## src/sv/tbvt_pkg.sv

```systemverilog
// shared types and constants for the tagged binary value tokenizer
// no dependencies; imported by the stack memory, the parser and the top level
package tbvt_pkg;

    localparam int MAX_DEPTH = 16;
    localparam int IDX_W     = (MAX_DEPTH > 1) ? $clog2(MAX_DEPTH) : 1;
    localparam int OPEN_W    = $clog2(MAX_DEPTH + 1);
    localparam int LIM_W     = (OPEN_W > 5) ? OPEN_W : 5;
    localparam int REM_W     = 6;

    localparam logic [4:0] DEPTH_LIMIT_RST = 5'd16;

    // single byte tags
    localparam logic [7:0] TAG_NULL  = 8'h60;
    localparam logic [7:0] TAG_TRUE  = 8'h61;
    localparam logic [7:0] TAG_FALSE = 8'h62;
    localparam logic [7:0] TAG_FLOAT = 8'h63;
    localparam logic [7:0] TAG_S64   = 8'h64;
    localparam logic [7:0] TAG_U64   = 8'h65;
    localparam logic [7:0] TAG_LSTR  = 8'h66;
    localparam logic [7:0] TAG_S32   = 8'h67;
    localparam logic [7:0] TAG_U32   = 8'h68;

    // tag classes, top three bits
    localparam logic [2:0] CLS_SSTR = 3'b100;
    localparam logic [2:0] CLS_TINY = 3'b110;
    localparam logic [2:0] CLS_LIST = 3'b010;
    localparam logic [2:0] CLS_DICT = 3'b001;

    // token kinds
    localparam logic [3:0] TK_NULL     = 4'd0;
    localparam logic [3:0] TK_TRUE     = 4'd1;
    localparam logic [3:0] TK_FALSE    = 4'd2;
    localparam logic [3:0] TK_INT      = 4'd3;
    localparam logic [3:0] TK_FLOAT    = 4'd4;
    localparam logic [3:0] TK_STR_HDR  = 4'd5;
    localparam logic [3:0] TK_STR_BYTE = 4'd6;
    localparam logic [3:0] TK_LIST     = 4'd7;
    localparam logic [3:0] TK_DICT     = 4'd8;
    localparam logic [3:0] TK_BAD_TAG  = 4'd9;
    localparam logic [3:0] TK_TOO_DEEP = 4'd10;

    typedef struct packed {
        logic [3:0]  token_kind;
        logic [63:0] token_value;
        logic        is_signed;
        logic [4:0]  nest_depth;
        logic [4:0]  closes;
        logic        value_done;
    } token_t;

    typedef struct packed {
        logic             wr_en;
        logic [IDX_W-1:0] wr_addr;
        logic [REM_W-1:0] wr_data;
        logic             rd_en;
        logic [IDX_W-1:0] rd_addr;
    } stack_req_t;

endpackage

```

## src/sv/tbvt_byte_if.sv

```systemverilog
// input byte channel of the tokenizer
// depends on nothing
interface tbvt_byte_if;
    logic       valid;
    logic       ready;
    logic [7:0] data_byte;
    logic       frame_start;

    modport source (output valid, output data_byte, output frame_start, input ready);
    modport sink   (input valid, input data_byte, input frame_start, output ready);
endinterface

```

## src/sv/tbvt_token_if.sv

```systemverilog
// token output channel of the tokenizer
// depends on nothing
interface tbvt_token_if;
    logic        valid;
    logic        ready;
    logic [3:0]  token_kind;
    logic [63:0] token_value;
    logic        is_signed;
    logic [4:0]  nest_depth;
    logic [4:0]  closes;
    logic        value_done;

    modport source (output valid, output token_kind, output token_value, output is_signed,
                    output nest_depth, output closes, output value_done, input ready);
    modport sink   (input valid, input token_kind, input token_value, input is_signed,
                    input nest_depth, input closes, input value_done, output ready);
endinterface

```

## src/sv/tbvt_cfg_if.sv

```systemverilog
// configuration write channel carrying the depth limit
// depends on nothing
interface tbvt_cfg_if;
    logic       valid;
    logic       ready;
    logic [4:0] depth_limit;

    modport source (output valid, output depth_limit, input ready);
    modport sink   (input valid, input depth_limit, output ready);
endinterface

```

## src/sv/tbvt_stack_mem.sv

```systemverilog
// container stack: elements left per open level, one write and one read port
// uses tbvt_pkg; read data is registered
module tbvt_stack_mem
    import tbvt_pkg::*;
(
    input  logic             clk,
    input  stack_req_t       req,
    output logic [REM_W-1:0] rd_data
);

    logic [REM_W-1:0] mem [MAX_DEPTH];

    always_ff @(posedge clk)
    begin
        if (req.wr_en)
        begin
            mem[req.wr_addr] <= req.wr_data;
        end
    end

    always_ff @(posedge clk)
    begin
        if (req.rd_en)
        begin
            rd_data <= mem[req.rd_addr];
        end
    end

endmodule

```

## src/sv/tbvt_parser.sv

```systemverilog
// byte decoder and control sequencer of the tokenizer
// uses tbvt_pkg and tbvt_byte_if; drives the stack memory through stack_req_t
module tbvt_parser
    import tbvt_pkg::*;
(
    input  logic             clk,
    input  logic             rst_n,
    input  logic [4:0]       depth_limit,
    tbvt_byte_if.sink        stream,
    output stack_req_t       stk_req,
    input  logic [REM_W-1:0] stk_rd_data,
    output logic             res_valid,
    input  logic             res_ready,
    output token_t           res
);

    localparam logic [1:0] S_IDLE = 2'd0;
    localparam logic [1:0] S_POP  = 2'd1;
    localparam logic [1:0] S_EMIT = 2'd2;

    localparam logic [1:0] PH_TAG   = 2'd0;
    localparam logic [1:0] PH_FIELD = 2'd1;
    localparam logic [1:0] PH_STR   = 2'd2;
    localparam logic [1:0] PH_ERR   = 2'd3;

    localparam logic [2:0] PK_NONE  = 3'd0;
    localparam logic [2:0] PK_FLOAT = 3'd1;
    localparam logic [2:0] PK_S64   = 3'd2;
    localparam logic [2:0] PK_U64   = 3'd3;
    localparam logic [2:0] PK_S32   = 3'd4;
    localparam logic [2:0] PK_U32   = 3'd5;
    localparam logic [2:0] PK_LEN   = 3'd6;

    localparam logic [LIM_W-1:0] MAX_LIM = LIM_W'(MAX_DEPTH);

    logic [1:0]        state_reg, state_next;
    logic [1:0]        phase_reg, phase_next;
    logic [OPEN_W-1:0] open_reg, open_next;
    logic [3:0]        bytes_left_reg, bytes_left_next;
    logic [63:0]       asm_reg, asm_next;
    logic [31:0]       str_left_reg, str_left_next;
    logic [2:0]        pk_reg, pk_next;
    token_t            res_reg, res_next;

    logic              accept;
    logic              fs;
    logic [7:0]        b;
    logic [1:0]        phase_eff;
    logic [OPEN_W-1:0] open_eff;
    logic [3:0]        bl_eff, bl_new, total, idx;
    logic [63:0]       asm_eff, asm_new;
    logic [31:0]       sl_eff, sl_new, len;
    logic [2:0]        pk_eff;
    logic [REM_W-1:0]  count;
    logic [LIM_W-1:0]  lim, dl_ext, open_ext;
    logic              do_emit, do_complete, do_string;
    logic [OPEN_W-1:0] open_pop;

    assign accept    = stream.valid && stream.ready;
    assign stream.ready = (state_reg == S_IDLE);
    assign res_valid = (state_reg == S_EMIT);
    assign res       = res_reg;

    assign fs        = stream.frame_start;
    assign b         = stream.data_byte;
    assign phase_eff = fs ? PH_TAG : phase_reg;
    assign open_eff  = fs ? '0 : open_reg;
    assign bl_eff    = fs ? 4'd0 : bytes_left_reg;
    assign asm_eff   = fs ? 64'd0 : asm_reg;
    assign sl_eff    = fs ? 32'd0 : str_left_reg;
    assign pk_eff    = fs ? PK_NONE : pk_reg;

    assign dl_ext   = LIM_W'(depth_limit);
    assign lim      = (dl_ext > MAX_LIM) ? MAX_LIM : dl_ext;
    assign open_ext = LIM_W'(open_eff);
    assign open_pop = open_reg - 1'b1;

    // field byte assembly, little-endian
    assign total   = (pk_eff == PK_S32 || pk_eff == PK_U32 || pk_eff == PK_LEN) ? 4'd4 : 4'd8;
    assign idx     = (bl_eff <= total) ? total - bl_eff : 4'd0;
    assign asm_new = asm_eff | ({56'd0, b} << {idx[2:0], 3'b000});
    assign bl_new  = (bl_eff == 4'd0) ? 4'd0 : bl_eff - 4'd1;
    assign sl_new  = (sl_eff == 32'd0) ? 32'd0 : sl_eff - 32'd1;

    always_comb
    begin
        state_next      = state_reg;
        phase_next      = phase_reg;
        open_next       = open_reg;
        bytes_left_next = bytes_left_reg;
        asm_next        = asm_reg;
        str_left_next   = str_left_reg;
        pk_next         = pk_reg;
        res_next        = res_reg;
        stk_req         = '0;
        do_emit         = 1'b0;
        do_complete     = 1'b0;
        do_string       = 1'b0;
        len             = 32'd0;
        count           = '0;

        unique case (state_reg)
            S_IDLE:
            begin
                if (accept)
                begin
                    phase_next      = phase_eff;
                    open_next       = open_eff;
                    bytes_left_next = bl_eff;
                    asm_next        = asm_eff;
                    str_left_next   = sl_eff;
                    pk_next         = pk_eff;
                    res_next.token_kind  = TK_NULL;
                    res_next.token_value = 64'd0;
                    res_next.is_signed   = 1'b0;
                    res_next.nest_depth  = 5'(open_eff);
                    res_next.closes      = 5'd0;
                    res_next.value_done  = 1'b0;

                    case (phase_eff)
                        PH_FIELD:
                        begin
                            asm_next        = asm_new;
                            bytes_left_next = bl_new;
                            if (bl_new == 4'd0)
                            begin
                                phase_next  = PH_TAG;
                                do_complete = 1'b1;
                                res_next.token_kind = TK_INT;
                                case (pk_eff)
                                    PK_FLOAT:
                                    begin
                                        res_next.token_kind  = TK_FLOAT;
                                        res_next.token_value = asm_new;
                                    end
                                    PK_S64:
                                    begin
                                        res_next.token_value = asm_new;
                                        res_next.is_signed   = 1'b1;
                                    end
                                    PK_U64:
                                    begin
                                        res_next.token_value = asm_new;
                                    end
                                    PK_S32:
                                    begin
                                        res_next.token_value = {{32{asm_new[31]}}, asm_new[31:0]};
                                        res_next.is_signed   = 1'b1;
                                    end
                                    PK_U32:
                                    begin
                                        res_next.token_value = {32'd0, asm_new[31:0]};
                                    end
                                    default:
                                    begin
                                        do_complete = 1'b0;
                                        do_string   = 1'b1;
                                        len         = asm_new[31:0];
                                    end
                                endcase
                            end
                        end
                        PH_STR:
                        begin
                            str_left_next        = sl_new;
                            res_next.token_kind  = TK_STR_BYTE;
                            res_next.token_value = {56'd0, b};
                            if (sl_new != 32'd0)
                            begin
                                do_emit = 1'b1;
                            end
                            else
                            begin
                                phase_next  = PH_TAG;
                                do_complete = 1'b1;
                            end
                        end
                        PH_TAG:
                        begin
                            case (b) inside
                                TAG_NULL, TAG_TRUE, TAG_FALSE:
                                begin
                                    do_complete = 1'b1;
                                    res_next.token_kind = (b == TAG_NULL) ? TK_NULL :
                                                          (b == TAG_TRUE) ? TK_TRUE : TK_FALSE;
                                end
                                TAG_FLOAT, TAG_S64, TAG_U64, TAG_LSTR, TAG_S32, TAG_U32:
                                begin
                                    phase_next = PH_FIELD;
                                    asm_next   = 64'd0;
                                    case (b)
                                        TAG_FLOAT: pk_next = PK_FLOAT;
                                        TAG_S64:   pk_next = PK_S64;
                                        TAG_U64:   pk_next = PK_U64;
                                        TAG_LSTR:  pk_next = PK_LEN;
                                        TAG_S32:   pk_next = PK_S32;
                                        default:   pk_next = PK_U32;
                                    endcase
                                    bytes_left_next = (b == TAG_FLOAT || b == TAG_S64 ||
                                                       b == TAG_U64) ? 4'd8 : 4'd4;
                                end
                                default:
                                begin
                                    case (b[7:5]) inside
                                        CLS_SSTR:
                                        begin
                                            do_string = 1'b1;
                                            len       = {27'd0, b[4:0]};
                                        end
                                        CLS_TINY:
                                        begin
                                            do_complete          = 1'b1;
                                            res_next.token_kind  = TK_INT;
                                            res_next.token_value = {59'd0, b[4:0]};
                                        end
                                        CLS_LIST, CLS_DICT:
                                        begin
                                            count = (b[7:5] == CLS_LIST) ? {1'b0, b[4:0]}
                                                                         : {b[4:0], 1'b0};
                                            res_next.token_kind  = (b[7:5] == CLS_LIST) ?
                                                                   TK_LIST : TK_DICT;
                                            res_next.token_value = {59'd0, b[4:0]};
                                            if (count == '0)
                                            begin
                                                // empty container closes itself at once
                                                res_next.closes = 5'd1;
                                                do_complete     = 1'b1;
                                            end
                                            else if (open_ext >= lim)
                                            begin
                                                phase_next          = PH_ERR;
                                                res_next.token_kind = TK_TOO_DEEP;
                                                do_emit             = 1'b1;
                                            end
                                            else
                                            begin
                                                stk_req.wr_en   = 1'b1;
                                                stk_req.wr_addr = open_eff[IDX_W-1:0];
                                                stk_req.wr_data = count;
                                                open_next       = open_eff + 1'b1;
                                                do_emit         = 1'b1;
                                            end
                                        end
                                        default:
                                        begin
                                            phase_next           = PH_ERR;
                                            res_next.token_kind  = TK_BAD_TAG;
                                            res_next.token_value = {56'd0, b};
                                            do_emit              = 1'b1;
                                        end
                                    endcase
                                end
                            endcase
                        end
                        default:
                        begin
                        end
                    endcase

                    if (do_string)
                    begin
                        res_next.token_kind  = TK_STR_HDR;
                        res_next.token_value = {32'd0, len};
                        if (len == 32'd0)
                        begin
                            phase_next  = PH_TAG;
                            do_complete = 1'b1;
                        end
                        else
                        begin
                            str_left_next = len;
                            phase_next    = PH_STR;
                            do_emit       = 1'b1;
                        end
                    end

                    if (do_emit)
                    begin
                        state_next = S_EMIT;
                    end
                    else if (do_complete)
                    begin
                        if (open_eff == '0)
                        begin
                            res_next.value_done = 1'b1;
                            state_next          = S_EMIT;
                        end
                        else
                        begin
                            stk_req.rd_en   = 1'b1;
                            stk_req.rd_addr = IDX_W'(open_eff - 1'b1);
                            state_next      = S_POP;
                        end
                    end
                end
            end
            S_POP:
            begin
                // top entry is in stk_rd_data; pop while it is on its last element
                if (stk_rd_data <= REM_W'(1))
                begin
                    open_next       = open_pop;
                    res_next.closes = res_reg.closes + 5'd1;
                    if (open_pop == '0)
                    begin
                        res_next.value_done = 1'b1;
                        state_next          = S_EMIT;
                    end
                    else
                    begin
                        stk_req.rd_en   = 1'b1;
                        stk_req.rd_addr = IDX_W'(open_pop - 1'b1);
                    end
                end
                else
                begin
                    stk_req.wr_en   = 1'b1;
                    stk_req.wr_addr = IDX_W'(open_pop);
                    stk_req.wr_data = stk_rd_data - REM_W'(1);
                    state_next      = S_EMIT;
                end
            end
            S_EMIT:
            begin
                if (res_ready)
                begin
                    state_next = S_IDLE;
                end
            end
            default:
            begin
                state_next = S_IDLE;
            end
        endcase
    end

    always_ff @(posedge clk or negedge rst_n)
    begin
        if (!rst_n)
        begin
            state_reg      <= S_IDLE;
            phase_reg      <= PH_TAG;
            open_reg       <= '0;
            bytes_left_reg <= 4'd0;
            asm_reg        <= 64'd0;
            str_left_reg   <= 32'd0;
            pk_reg         <= PK_NONE;
        end
        else
        begin
            state_reg      <= state_next;
            phase_reg      <= phase_next;
            open_reg       <= open_next;
            bytes_left_reg <= bytes_left_next;
            asm_reg        <= asm_next;
            str_left_reg   <= str_left_next;
            pk_reg         <= pk_next;
        end
    end

    always_ff @(posedge clk)
    begin
        res_reg <= res_next;
    end

endmodule

```

## src/sv/tagged_binary_value_tokenizer.sv

```systemverilog
// Tokenizer for a compact tagged binary stream: one byte per input transfer, at most one
// token per byte. A byte is taken in S_IDLE; a byte that yields a token then waits in
// S_EMIT until the output register takes it, and no new byte is taken until then. A
// token that completes elements first passes through S_POP, reading the container stack
// memory: one read, plus one more for every container it closes except the outermost one
// of a finished top level value. Bytes that only collect field data yield no token and
// leave the parser in S_IDLE. The output register lets the next byte be taken while a
// token waits to be transferred. After an error, bytes are dropped until frame_start.
module tagged_binary_value_tokenizer
    import tbvt_pkg::*;
(
    input  logic           clk,
    input  logic           rst_n,
    tbvt_byte_if.sink      stream,
    tbvt_token_if.source   tokens,
    tbvt_cfg_if.sink       cfg
);

    logic [4:0]       depth_limit_reg;
    logic             out_valid_reg, out_valid_next;
    token_t           out_reg;
    stack_req_t       stk_req;
    logic [REM_W-1:0] stk_rd_data;
    logic             res_valid;
    logic             res_ready;
    token_t           res;

    assign cfg.ready = 1'b1;

    always_ff @(posedge clk or negedge rst_n)
    begin
        if (!rst_n)
        begin
            depth_limit_reg <= DEPTH_LIMIT_RST;
        end
        else if (cfg.valid)
        begin
            depth_limit_reg <= cfg.depth_limit;
        end
    end

    tbvt_stack_mem u_stack (
        .clk     (clk),
        .req     (stk_req),
        .rd_data (stk_rd_data)
    );

    tbvt_parser u_parser (
        .clk         (clk),
        .rst_n       (rst_n),
        .depth_limit (depth_limit_reg),
        .stream      (stream),
        .stk_req     (stk_req),
        .stk_rd_data (stk_rd_data),
        .res_valid   (res_valid),
        .res_ready   (res_ready),
        .res         (res)
    );

    // output slot frees when empty or being transferred
    assign res_ready = !out_valid_reg || tokens.ready;

    always_comb
    begin
        out_valid_next = out_valid_reg;
        if (res_valid && res_ready)
        begin
            out_valid_next = 1'b1;
        end
        else if (tokens.ready)
        begin
            out_valid_next = 1'b0;
        end
    end

    always_ff @(posedge clk or negedge rst_n)
    begin
        if (!rst_n)
        begin
            out_valid_reg <= 1'b0;
        end
        else
        begin
            out_valid_reg <= out_valid_next;
        end
    end

    always_ff @(posedge clk)
    begin
        if (res_valid && res_ready)
        begin
            out_reg <= res;
        end
    end

    assign tokens.valid       = out_valid_reg;
    assign tokens.token_kind  = out_reg.token_kind;
    assign tokens.token_value = out_reg.token_value;
    assign tokens.is_signed   = out_reg.is_signed;
    assign tokens.nest_depth  = out_reg.nest_depth;
    assign tokens.closes      = out_reg.closes;
    assign tokens.value_done  = out_reg.value_done;

endmodule
```

## src/flat_wrapper.sv

```systemverilog
// flat-port wrapper written by rule: the top's interface ports become plain ports
module tagged_binary_value_tokenizer_flat import tbvt_pkg::*;
  (clk, rst_n, stream_valid, stream_data_byte, stream_frame_start, stream_ready, tokens_valid, tokens_token_kind, tokens_token_value, tokens_is_signed, tokens_nest_depth, tokens_closes, tokens_value_done, tokens_ready, cfg_valid, cfg_depth_limit, cfg_ready);
  tbvt_byte_if stream_i ();
  tbvt_token_if tokens_i ();
  tbvt_cfg_if cfg_i ();
  input  logic clk;
  input  logic rst_n;
  input wire logic [$bits(stream_i.valid)-1:0] stream_valid;
  input wire logic [$bits(stream_i.data_byte)-1:0] stream_data_byte;
  input wire logic [$bits(stream_i.frame_start)-1:0] stream_frame_start;
  output wire logic [$bits(stream_i.ready)-1:0] stream_ready;
  output wire logic [$bits(tokens_i.valid)-1:0] tokens_valid;
  output wire logic [$bits(tokens_i.token_kind)-1:0] tokens_token_kind;
  output wire logic [$bits(tokens_i.token_value)-1:0] tokens_token_value;
  output wire logic [$bits(tokens_i.is_signed)-1:0] tokens_is_signed;
  output wire logic [$bits(tokens_i.nest_depth)-1:0] tokens_nest_depth;
  output wire logic [$bits(tokens_i.closes)-1:0] tokens_closes;
  output wire logic [$bits(tokens_i.value_done)-1:0] tokens_value_done;
  input wire logic [$bits(tokens_i.ready)-1:0] tokens_ready;
  input wire logic [$bits(cfg_i.valid)-1:0] cfg_valid;
  input wire logic [$bits(cfg_i.depth_limit)-1:0] cfg_depth_limit;
  output wire logic [$bits(cfg_i.ready)-1:0] cfg_ready;
  assign stream_i.valid = stream_valid;
  assign stream_i.data_byte = stream_data_byte;
  assign stream_i.frame_start = stream_frame_start;
  assign stream_ready = stream_i.ready;
  assign tokens_valid = tokens_i.valid;
  assign tokens_token_kind = tokens_i.token_kind;
  assign tokens_token_value = tokens_i.token_value;
  assign tokens_is_signed = tokens_i.is_signed;
  assign tokens_nest_depth = tokens_i.nest_depth;
  assign tokens_closes = tokens_i.closes;
  assign tokens_value_done = tokens_i.value_done;
  assign tokens_i.ready = tokens_ready;
  assign cfg_i.valid = cfg_valid;
  assign cfg_i.depth_limit = cfg_depth_limit;
  assign cfg_ready = cfg_i.ready;
  tagged_binary_value_tokenizer u_core (.clk(clk), .rst_n(rst_n), .stream(stream_i), .tokens(tokens_i), .cfg(cfg_i));
endmodule
```

## config.mk

```make
export PLATFORM = sky130hd
export DESIGN_NAME = tagged_binary_value_tokenizer_flat
export DESIGN_NICKNAME = d
export VERILOG_FILES = /design/src/sv/tbvt_pkg.sv /design/src/sv/tbvt_byte_if.sv /design/src/sv/tbvt_token_if.sv /design/src/sv/tbvt_cfg_if.sv /design/src/sv/tbvt_stack_mem.sv /design/src/sv/tbvt_parser.sv /design/src/sv/tagged_binary_value_tokenizer.sv /design/src/flat_wrapper.sv
export SDC_FILE = /design/constraint.sdc
export NUM_CORES = 1
export LEC_CHECK = 0
export BUFFER_PORTS_ARGS = -buffer_cell sky130_fd_sc_hd__buf_2
export CAP_MARGIN = 20
export CORE_ASPECT_RATIO = 0.8
export CORE_UTILIZATION = 60
export CTS_CLUSTER_SIZE = 12
export DETAILED_ROUTE_END_ITERATION = 10
export HOLD_SLACK_MARGIN = 0.02
export PLACE_DENSITY_LB_ADDON = 0.05
export SLEW_MARGIN = 5
export SYNTH_ARGS = -nofsm -noshare
export SYNTH_HDL_FRONTEND = slang
export SYNTH_SLANG_ARGS = --single-unit
```

## constraint.sdc

```tcl
create_clock -name clk -period 6.49 [get_ports clk]
set_input_delay 1.298 -clock clk [delete_from_list [all_inputs] [get_ports clk]]
set_output_delay 1.298 -clock clk [all_outputs]
set_load 0.1 [all_outputs]
```

-- After elaboration in Yosys (flattened, before gate mapping)
Memories as Yosys holds them, arrays and structs flattened. A register that Yosys moved wholly into a read port is not among the register bits.
Index checks and enable logic that the tools add are counted.
- register bits after elaboration: 278
- memory bits (writable): 96
- bits of input ports: 19
- output and inout port bits: 83
- memories: 1
- $add $sub $neg: 9
- $lt $le $gt $ge: 4
- equality and inequality tests: 29
- shifts and indexed selects: 1
- multiplexer cells: 151
- bitwise gates (word level): 1
- reductions and logical operators: 31
- memories (name ; depth ; width ; rd ports ; clocked after Yosys merged registers in ; wr ports ; RTL line ; text):
    u_core.u_stack.mem ; 16 ; 6 ; 1 ; 1 ; 1 ; tbvt_stack_mem.sv:11 ; logic [REM_W-1:0] mem [MAX_DEPTH];
- operator list (operator ; number):
    32-bit 2-to-1 mux ; 10
    64-bit 2-to-1 mux ; 5
    68-bit 2-to-1 mux ; 4
    68-bit case mux with 3 select lines ; 1
    64-bit case mux with 3 select lines ; 1
    64-bit case mux with 2 select lines ; 1
    5-bit 2-to-1 mux ; 20
    11-bit 2-to-1 mux ; 9
    8-bit by 7-bit == test with 1-bit output (second input constant) ; 9
    32-bit logical NOT ; 2
    64-bit bitwise OR ; 1
    32-bit case mux with 2 select lines ; 1
    8-bit by 6-bit << shifter with 64-bit output ; 1
    1-bit 2-to-1 mux ; 47
    4-bit 2-to-1 mux ; 11
    2-bit 2-to-1 mux ; 21
    16-bit case mux with 2 select lines ; 1
    32-bit nonzero test ; 1
    32-bit by 1-bit subtractor with 32-bit output (second input constant) ; 1
    3-bit 2-to-1 mux ; 6
    6-bit 2-to-1 mux ; 3
    16-bit 2-to-1 mux ; 1
    3-bit == test (second input constant) ; 5
    3-bit case mux with 5 select lines ; 1
    38 further kinds ; 63

-- Depth between registers and ports, before layout
Gate-level depths: netlist of the first run.
- word-level depth: 25
- gate-level depth with buffers: 24

-- Hierarchy
Synthesis of the first run repeated with hierarchy kept, for this count alone.
- cells, all modules: 1630
- area, all modules: 18398.9 µm²
- by module, submodules not included (module ; instances ; cells each ; area an instance (µm²) ; sequential area each (µm²)):
    tbvt_parser ; 1 ; 1356 ; 11803.8 ; 5205.0
    tbvt_stack_mem ; 1 ; 178 ; 3955.0 ; 3062.9
    tagged_binary_value_tokenizer ; 1 ; 96 ; 2640.0 ; 2553.7

-- Worst setup path after synthesis of the first run
Ideal clock, no wire load.
- kind: input-to-reg
- start point: input port stream_frame_start
- end point: register u_core.u_stack.rd_data[1] (read register of u_core.u_stack.mem), data pin
- data arrival time: 6189 ps
- required time: 6227 ps
- setup slack: 38 ps
- stages: 24
- path through: clkbuf_1 > clkbuf_1 > inv_1 > clkbuf_1 > clkbuf_1 > clkbuf_1 > buf_1 > nand2_1 > ha_1 > buf_2 > or2_2 > o32ai_1 > nor2b_1 > clkbuf_1 > o31ai_1 > nand3_1 > or3_1 > o211ai_2 > o211ai_4 > a2bb2oi_4 > buf_6 > mux2_2 > o221ai_1 > o22ai_1
- word-level cells in the longest chain between the ends: 23
- elaborated cells on any way between the ends: 64
- classes of those cells: 4 x add/sub; 1 x order compare; 8 x eq/ne; 1 x shift; 39 x mux; 1 x bitwise; 10 x reduce/logical
- RTL lines (element ; RTL line ; text):
    start: declaration ; flat_wrapper.sv:11 ; input wire logic [$bits(stream_i.frame_start)-1:0] stream_frame_start;
    3-bit 2-to-1 mux ; tbvt_parser.sv:71 ; assign pk_eff = fs ? PK_NONE : pk_reg;
    3-bit == test ; tbvt_parser.sv:79, tbvt_parser.sv:130 ;
    1-bit logical OR (2 in a row) ; tbvt_parser.sv:79 ; assign total = (pk_eff == PK_S32 || pk_eff == PK_U32 || pk_eff == PK_LEN) ? 4'd4 : 4'd8;
    4-bit 2-to-1 mux ; tbvt_parser.sv:79 ;
    4-bit <= comparator / 3-bit subtractor (equally long branches) ; tbvt_parser.sv:80 ; assign idx = (bl_eff <= total) ? total - bl_eff : 4'd0;
    3-bit 2-to-1 mux ; tbvt_parser.sv:80 ;
    8-bit by 6-bit << shifter with 64-bit output ; tbvt_parser.sv:81 ; assign asm_new = asm_eff | ({56'd0, b} << {idx[2:0], 3'b000});
    64-bit bitwise OR ; tbvt_parser.sv:81 ;
    [... 6 more ...] ; - ;
    1-bit 2-to-1 mux ; tbvt_parser.sv:264 ; if (len == 32'd0)
    1-bit 2-to-1 mux ; tbvt_parser.sv:260 ; if (do_string)
    1-bit 2-to-1 mux ; tbvt_parser.sv:105 ; if (accept)
    1-bit 2-to-1 mux ; tbvt_parser.sv:102 ; unique case (state_reg)
    5-bit 2-to-1 mux ; tbvt_parser.sv:281 ; else if (do_complete)
    5-bit 2-to-1 mux (*) ; tbvt_parser.sv:277 ; if (do_emit)
    16-bit 2-to-1 mux (*) ; tbvt_parser.sv:105 ;
    16-bit case mux with 2 select lines (*) ; tbvt_parser.sv:102 ;
    end: declaration ; tbvt_stack_mem.sv:8 ; output logic [REM_W-1:0] rd_data
Mark *: on every way between the ends. The rest lies on a longest branch, timed or not. The select of a mux whose other input is x is not followed.
A chain may end at the register's enable or synchronous reset.

-- Final worst setup path of the first run
- start point: input port stream_frame_start
- end point: register u_core.u_stack.rd_data[4] (read register of u_core.u_stack.mem), data pin
The elaborated chain is that of the path after synthesis.

==> results_dict.tcl, run 1 <==
set metrics [dict create \
    status "finished clean" \
    grt_pass1_wl_um 75100 \
    die_h_um 159 \
    arrival_ns 5.86 \
    drt_iter0_markers 1773 \
    syn_area_sq_mm 0.0184 \
    gp_congestion 0.958 \
    rr_endpoint "u_core.u_stack.rd_data[0]$_DFFE_PP_" \
    largest_reg_flops 96 \
    multi_input_area_sq_mm 0.00695 \
    p_comb_frac 0.351 \
    ys.flop_type "edfxtp_1" \
    floorplan.rows 56 \
    synth_area_per_cell_sq_um 11.2 \
    mostFrequentLayoutCell "edfxtp_1" \
    layout-drive-gt1-share 0.149 \
    area_delta_synth_final_pct 11.0 \
    worstSetupStartpoint "stream_frame_start" \
    cts_resized 0 \
    crit_top_cell "buf_4" \
    maxSlewHeadroom 0.384 \
    synth_edf_count 262 \
    yosysWarnings 0 \
    post_cts_buffers 0 \
    antenna_cells 0 \
    worstHoldStart "u_core.u_parser.res[27]$_DFFE_PP_" \
    p_leak_nw 7.37 \
    holdPathStages 0 \
    power.switching_w 0.00362 \
    hpwlAfterDp_um 32600 \
    nFillCells 2242 \
    seq_power_share 0.400 \
    setup_ws_ns 0.898 \
    ctsHoldBuffers 0 \
    fin_crit_ns 5.59 \
    min_period_over_period 0.862 \
    hold_viol_final 0 \
    die_width_um 198 \
    cp-start-kind "input pin" \
    grt-ovfl-total 0 \
    drc 0 \
    power.density_mw_per_mm2 422 \
    finalSetupTns_ns 0 \
    synth_fa_ha_area_frac 0.0129 \
    routed_wl_um 49500 \
    critical-path-max-stage-delay_ns 0.57 \
    cts_max_path_buffers 3 \
    first_pass_iters 7 \
    coreArea_sq_mm 0.0297 \
    utilization 0.688 \
    slowest_stage "o32ai_1" \
    synth.distinct_cells 84 \
    clock-sinks 380 \
    synth_compound_area_frac 0.183 \
    wire_per_inst_um 23.0 \
    rr_startpoint "u_core.u_parser.str_left_reg[8]$_DFFE_PN0P_" \
    hold_path.class "reg2reg" \
    crit_type "in2reg" \
    slew_violations 0 \
    finalClockSkew_ns 0.0244 \
    worstSkewPairLatency_ns 0.54 \
    final-seq-area_sq_mm 0.0108 \
    postRouteAntennaNets 0 \
    cts_tree "yes" \
    whs_endpoint "u_core.tokens.token_value[15]$_DFFE_PP_" \
    end_kind "register" \
    max_freq_mhz 179 \
    maxCapViolations 0 \
    clkTransAtPathRegs_ns 0.06 \
    io_buffers 100 \
    synth_top_family_by_area "compound AO/OA/AOI/OAI gates" \
    r2r_cells 14 \
    ys_ff_latch 380 \
    async_reset_ff_frac 0.311 \
    yosys.area_share.simple 0.136 \
    clkPwrFrac 0.249 \
    worst_pin_slew_ns 0.924 \
    rrSetupSlack_ns 1.41 \
    rsz0062_at_grt "no" \
    dpl_worst_slack_ns 0.454 \
    power_w 0.00861 \
    grt_start_max_net_pins 76 \
    cts_made_buffers 39 \
    pin_count 102 \
    viasPerCell 6.50 \
    num-nets-final 1752 \
    cts_root_buf "clkbuf_16" \
    via_count 14000 \
    setup_viol 0 \
    htreeDepth 2 \
    initial_core_util 0.620 \
    yosysSeqAreaShare 0.588 \
    grt_usage 0.319 \
    yosys-mux-area-fraction 0.0331 \
    synthXorXnorAreaFrac 0.0114 \
    crit_fanout 38 \
    die-area_sq_mm 0.0314 \
    crit_chain "buf_2 -> inv_2 -> nand2_1 -> a21oi_1 -> ha_1 -> or2_2 -> o32ai_1 -> nor2b_1 -> buf_4 -> o31ai_1 -> nand3_1 -> or3_1 -> o211ai_2 -> o211ai_4 -> a2bb2oi_4 -> buf_4 -> buf_4 -> mux2i_1 -> a221o_1 -> o22ai_1" \
    final_cell_mix "edfxtp_1, o21ai_0, nand2_1" \
    synth_nets 1689 \
    grt_pass1_vias 12600 \
    required_ns 6.76 \
    vdd_drop_max_v 0.000363 \
    synth_cells 1651 \
    p_int_w 0.00499 \
    antenna_found_initial 1 \
    switching_share 0.420 \
]
stage by stage:
stage,hold WS (ns),cell area (sq um),std cells
3_3_place_gp,0.401,19200,2078
5_1_grt,0.421,20400,2149
2_1_floorplan,0.400,18400,1651
3_5_place_dp,0.405,19200,2078
6_report,0.412,20400,2149
4_1_cts,0.418,20400,2148
how the worst max path moves through the flow:
| stage | to | cells past startpoint |
|---|---|---|
| 2_1_floorplan | u_core.u_stack.rd_data[1]$_DFFE_PP_ | 24 |
| 3_3_place_gp | u_core.u_stack.rd_data[3]$_DFFE_PP_ | 20 |
| 3_5_place_dp | u_core.u_stack.rd_data[0]$_DFFE_PP_ | 20 |
| 4_1_cts | u_core.u_stack.rd_data[0]$_DFFE_PP_ | 20 |
| 5_1_grt | u_core.u_stack.rd_data[4]$_DFFE_PP_ | 19 |
| 6_report | u_core.u_stack.rd_data[4]$_DFFE_PP_ | 20 |
cells in the mapped netlist (10+ instances only):
master | n | area share
nor4_1 | 25 | 0.0085
nand2b_1 | 53 | 0.018
nand3_1 | 19 | 0.0052
mux2i_1 | 14 | 0.0076
nor3_1 | 32 | 0.0087
o21ai_0 | 189 | 0.051
a22o_1 | 19 | 0.0090
mux2_2 | 32 | 0.020
edfxtp_1 | 262 | 0.43
buf_1 | 10 | 0.0020
o221ai_1 | 22 | 0.010
a22oi_1 | 66 | 0.027
o22ai_1 | 31 | 0.011
xnor2_1 | 17 | 0.0081
o21a_1 | 18 | 0.0073
inv_1 | 26 | 0.0053
ha_1 | 19 | 0.013
o211ai_1 | 10 | 0.0041
a21oi_1 | 84 | 0.023
nor2b_1 | 14 | 0.0048
o31ai_1 | 11 | 0.0045
clkbuf_1 | 94 | 0.019
nand4_1 | 10 | 0.0034
dfrtp_1 | 117 | 0.16
nor2_1 | 128 | 0.026
nand2_1 | 157 | 0.032
or3_1 | 15 | 0.0051
layer usage:
layer  share of wire  global-route usage  wire length (um)  up-vias
met5               0             0.00322                 0        -
met1            0.45               0.491             22000     6773
met3            0.12              0.0877              5960       62
met4           0.016              0.0757               772        0
li1                -                   -                 -     6358
met2            0.42               0.443             20700      773
critical path: cells and delay by family:
family	cells	cell delay [ns]
compound gates	8	1.79
fa+ha+maj	1	0.30
mux	1	0.24
simple gates	5	0.90
buf+inv	5	1.29
power groups by stage:
stage	Combinational, W	Clock, W	Sequential [W]
finish	0.00302	0.00214	0.00345
global route	0.00319	0.00224	0.00349
CTS	0.00298	0.00217	0.00343
detailed placement	0.00298	0	0.00348
global placement	0.00295	0	0.00347
floorplan	0.00133	0	0.00447
cells by family after synthesis:
group                      count (synthesis)
AOI/OAI and AO/OA                        520
and+or+nand+nor                          502
DFF                                      380
buffers and inverters                    150
muxes                                     55
xor gates and xnor gates                  24
adders and majority gates                 19
other                                      1
cell type report:
class / instances / share of cell area
Clock buffer: 61 / 0.0523
Clock inverter: 9 / 0.00588
Inverter: 26 / 0.00490
Multi-Input combinational cell: 1121 / 0.340
Sequential cell: 380 / 0.530
Tap cell: 406 / 0.0249
Timing Repair Buffer: 146 / 0.0424
Power figures use the tool's default switching activity.
==> inputs of run 2 (changes only) <==
Settings changed: REMOVE_ABC_BUFFERS from default to 1.
Clock period 6.49 ns to 6.1 ns, I/O delays scaled along.
==> run 2 against run 1 <==
Net effect: die area is the same; clock power increased by 7%; global-route usage rose by 0.92 points; power grew 6.7%; utilization rose by 0.25 points; cell count rose by 0.42%; sequential share of layout area decreased by 0.19 points; clock skew increased by 0.0021 ns; sequential power up 6.7%; clock-buffer cell count rose by 2; highest routed layer is now met5.
==> results_dict.tcl, run 2 (same netlist as run 1, synthesis figures left out) <==
set metrics [dict create \
    pin_count 102 \
    ctsHoldBuffers 0 \
    hpwlAfterDp_um 33500 \
    switching_share 0.426 \
    power.switching_w 0.00392 \
    worst_pin_slew_ns 1.25 \
    clkTransAtPathRegs_ns 0.06 \
    maxSlewHeadroom 0.169 \
    seq_power_share 0.400 \
    cts_resized 0 \
    cts_made_buffers 40 \
    rsz0062_at_grt "no" \
    final_cell_mix "edfxtp_1, o21ai_0, nand2_1" \
    clkPwrFrac 0.250 \
    p_int_w 0.00528 \
    floorplan.rows 56 \
    maxCapViolations 0 \
    fin_crit_ns 5.29 \
    utilization 0.690 \
    cts_tree "yes" \
    mostFrequentLayoutCell "edfxtp_1" \
    cp-start-kind "input pin" \
    drt_iter0_markers 1759 \
    crit_fanout 12 \
    vdd_drop_max_v 0.000503 \
    postRouteAntennaNets 0 \
    nFillCells 2227 \
    initial_core_util 0.620 \
    layout-drive-gt1-share 0.153 \
    coreArea_sq_mm 0.0297 \
    status "finished clean" \
    required_ns 6.50 \
    num-nets-final 1757 \
    cts_root_buf "clkbuf_16" \
    drc 0 \
    grt_pass1_wl_um 76900 \
    final-seq-area_sq_mm 0.0108 \
    finalClockSkew_ns 0.0265 \
    setup_viol 0 \
    p_comb_frac 0.350 \
    largest_reg_flops 96 \
    min_period_over_period 0.867 \
    clock-sinks 380 \
    holdPathStages 0 \
    area_delta_synth_final_pct 11.4 \
    routed_wl_um 50600 \
    hold_path.class "reg2reg" \
    gp_congestion 0.944 \
    max_freq_mhz 189 \
    viasPerCell 6.59 \
    grt_start_max_net_pins 89 \
    die_width_um 198 \
    multi_input_area_sq_mm 0.00695 \
    p_leak_nw 7.40 \
    setup_ws_ns 0.811 \
    arrival_ns 5.68 \
    holdWs_ns 0.406 \
    post_cts_buffers 0 \
    grt_pass1_vias 12800 \
    power_w 0.00919 \
    cts_max_path_buffers 3 \
    crit_type "in2reg" \
    first_pass_iters 6 \
    die_h_um 159 \
    power.density_mw_per_mm2 448 \
    antenna_found_initial 2 \
    wire_per_inst_um 23.4 \
    io_buffers 100 \
    worstSkewPairLatency_ns 0.57 \
    end_kind "register" \
    grt-ovfl-total 0 \
    hold_viol_final 0 \
    via_count 14200 \
    dpl_worst_slack_ns 0.384 \
    slew_violations 0 \
    die-area_sq_mm 0.0314 \
    grt_usage 0.328 \
    htreeDepth 2 \
    r2r_cells 13 \
]
[run 2: cell count changes in the layout (fill, tap and decap cells not counted), moves of 2 or more]
cell        previous run  this run
clkinvlp_4             0         2
bufinv_16              3         0
clkbuf_8               1         4
diode_2                0         2
buf_4                 46        49
clkbuf_1              21        19
[run 2: worst max-delay path, cell delays in order]
cell      delay, ns
buf_2          0.25
inv_2          0.16
nand2_1        0.10
a21oi_1        0.06
ha_1           0.33
nor2b_1        0.24
or3_1          0.26
a21boi_1       0.50
a22o_1         0.25
o32ai_1        0.14
nand2_1        0.16
o211ai_2       0.14
nor2_1         0.18
o22ai_1        0.11
a32oi_1        0.97
o221ai_1       0.35
o22ai_1        0.24
[run 2: final timing paths]
| check | from | slack [ns] | end |
|---|---|---|---|
| setup / recovery | stream_frame_start | 0.81 | u_core.u_stack.rd_data[5]$_DFFE_PP_ |
| setup reg to reg | u_core.u_parser.str_left_reg[8]$_DFFE_PN0P_ | 1.19 | u_core.u_stack.rd_data[5]$_DFFE_PP_ |
| min in group asynchronous | rst_n | 0.57 | u_core.depth_limit_reg[3]$_DFFE_PN0P_ |
| max in group asynchronous | rst_n | 4.55 | u_core.u_parser.pk_reg[0]$_DFFE_PN0P_ |
| hold / removal | u_core.u_parser.res[26]$_DFFE_PP_ | 0.41 | u_core.tokens.token_value[14]$_DFFE_PP_ |
| hold reg to reg | u_core.u_parser.res[26]$_DFFE_PP_ | 0.41 | u_core.tokens.token_value[14]$_DFFE_PP_ |
[run 2: metrics by stage]
stage	TNS [ns]	area [sq um]	instances
after CTS	0	20500	2155
after floorplan	-286.55	17900	1527
after global routing	0	20500	2156
final	0	20500	2158
after detailed placement	0	19300	2082
after global placement	0	19300	2082
[run 2: power groups by stage]
stage	Clock (W)	Combinational [W]	Sequential, W
floorplan	0	0.00123	0.00484
global placement	0	0.00315	0.00370
detailed placement	0	0.00317	0.00371
CTS	0.00232	0.00318	0.00366
global route	0.00242	0.00340	0.00373
finish	0.00230	0.00321	0.00368
[run 2: final cells by class]
class / instances / area share
Antenna cell: 2 / 0.000244
Tap cell: 406 / 0.0248
Clock inverter: 10 / 0.00506
Inverter: 26 / 0.00488
Timing Repair Buffer: 150 / 0.0438
Clock buffer: 63 / 0.0550
Sequential cell: 380 / 0.528
Multi-Input combinational cell: 1121 / 0.339
[run 2: routing by layer]
metal / GRT usage / routed length, um / vias to the layer above
met2: 0.444 / 20600 / 889
li1: - / - / 6367
met1: 0.509 / 22700 / 6880
met5: 0 / 8 / -
met3: 0.0934 / 6210 / 93
met4: 0.0904 / 1080 / 2
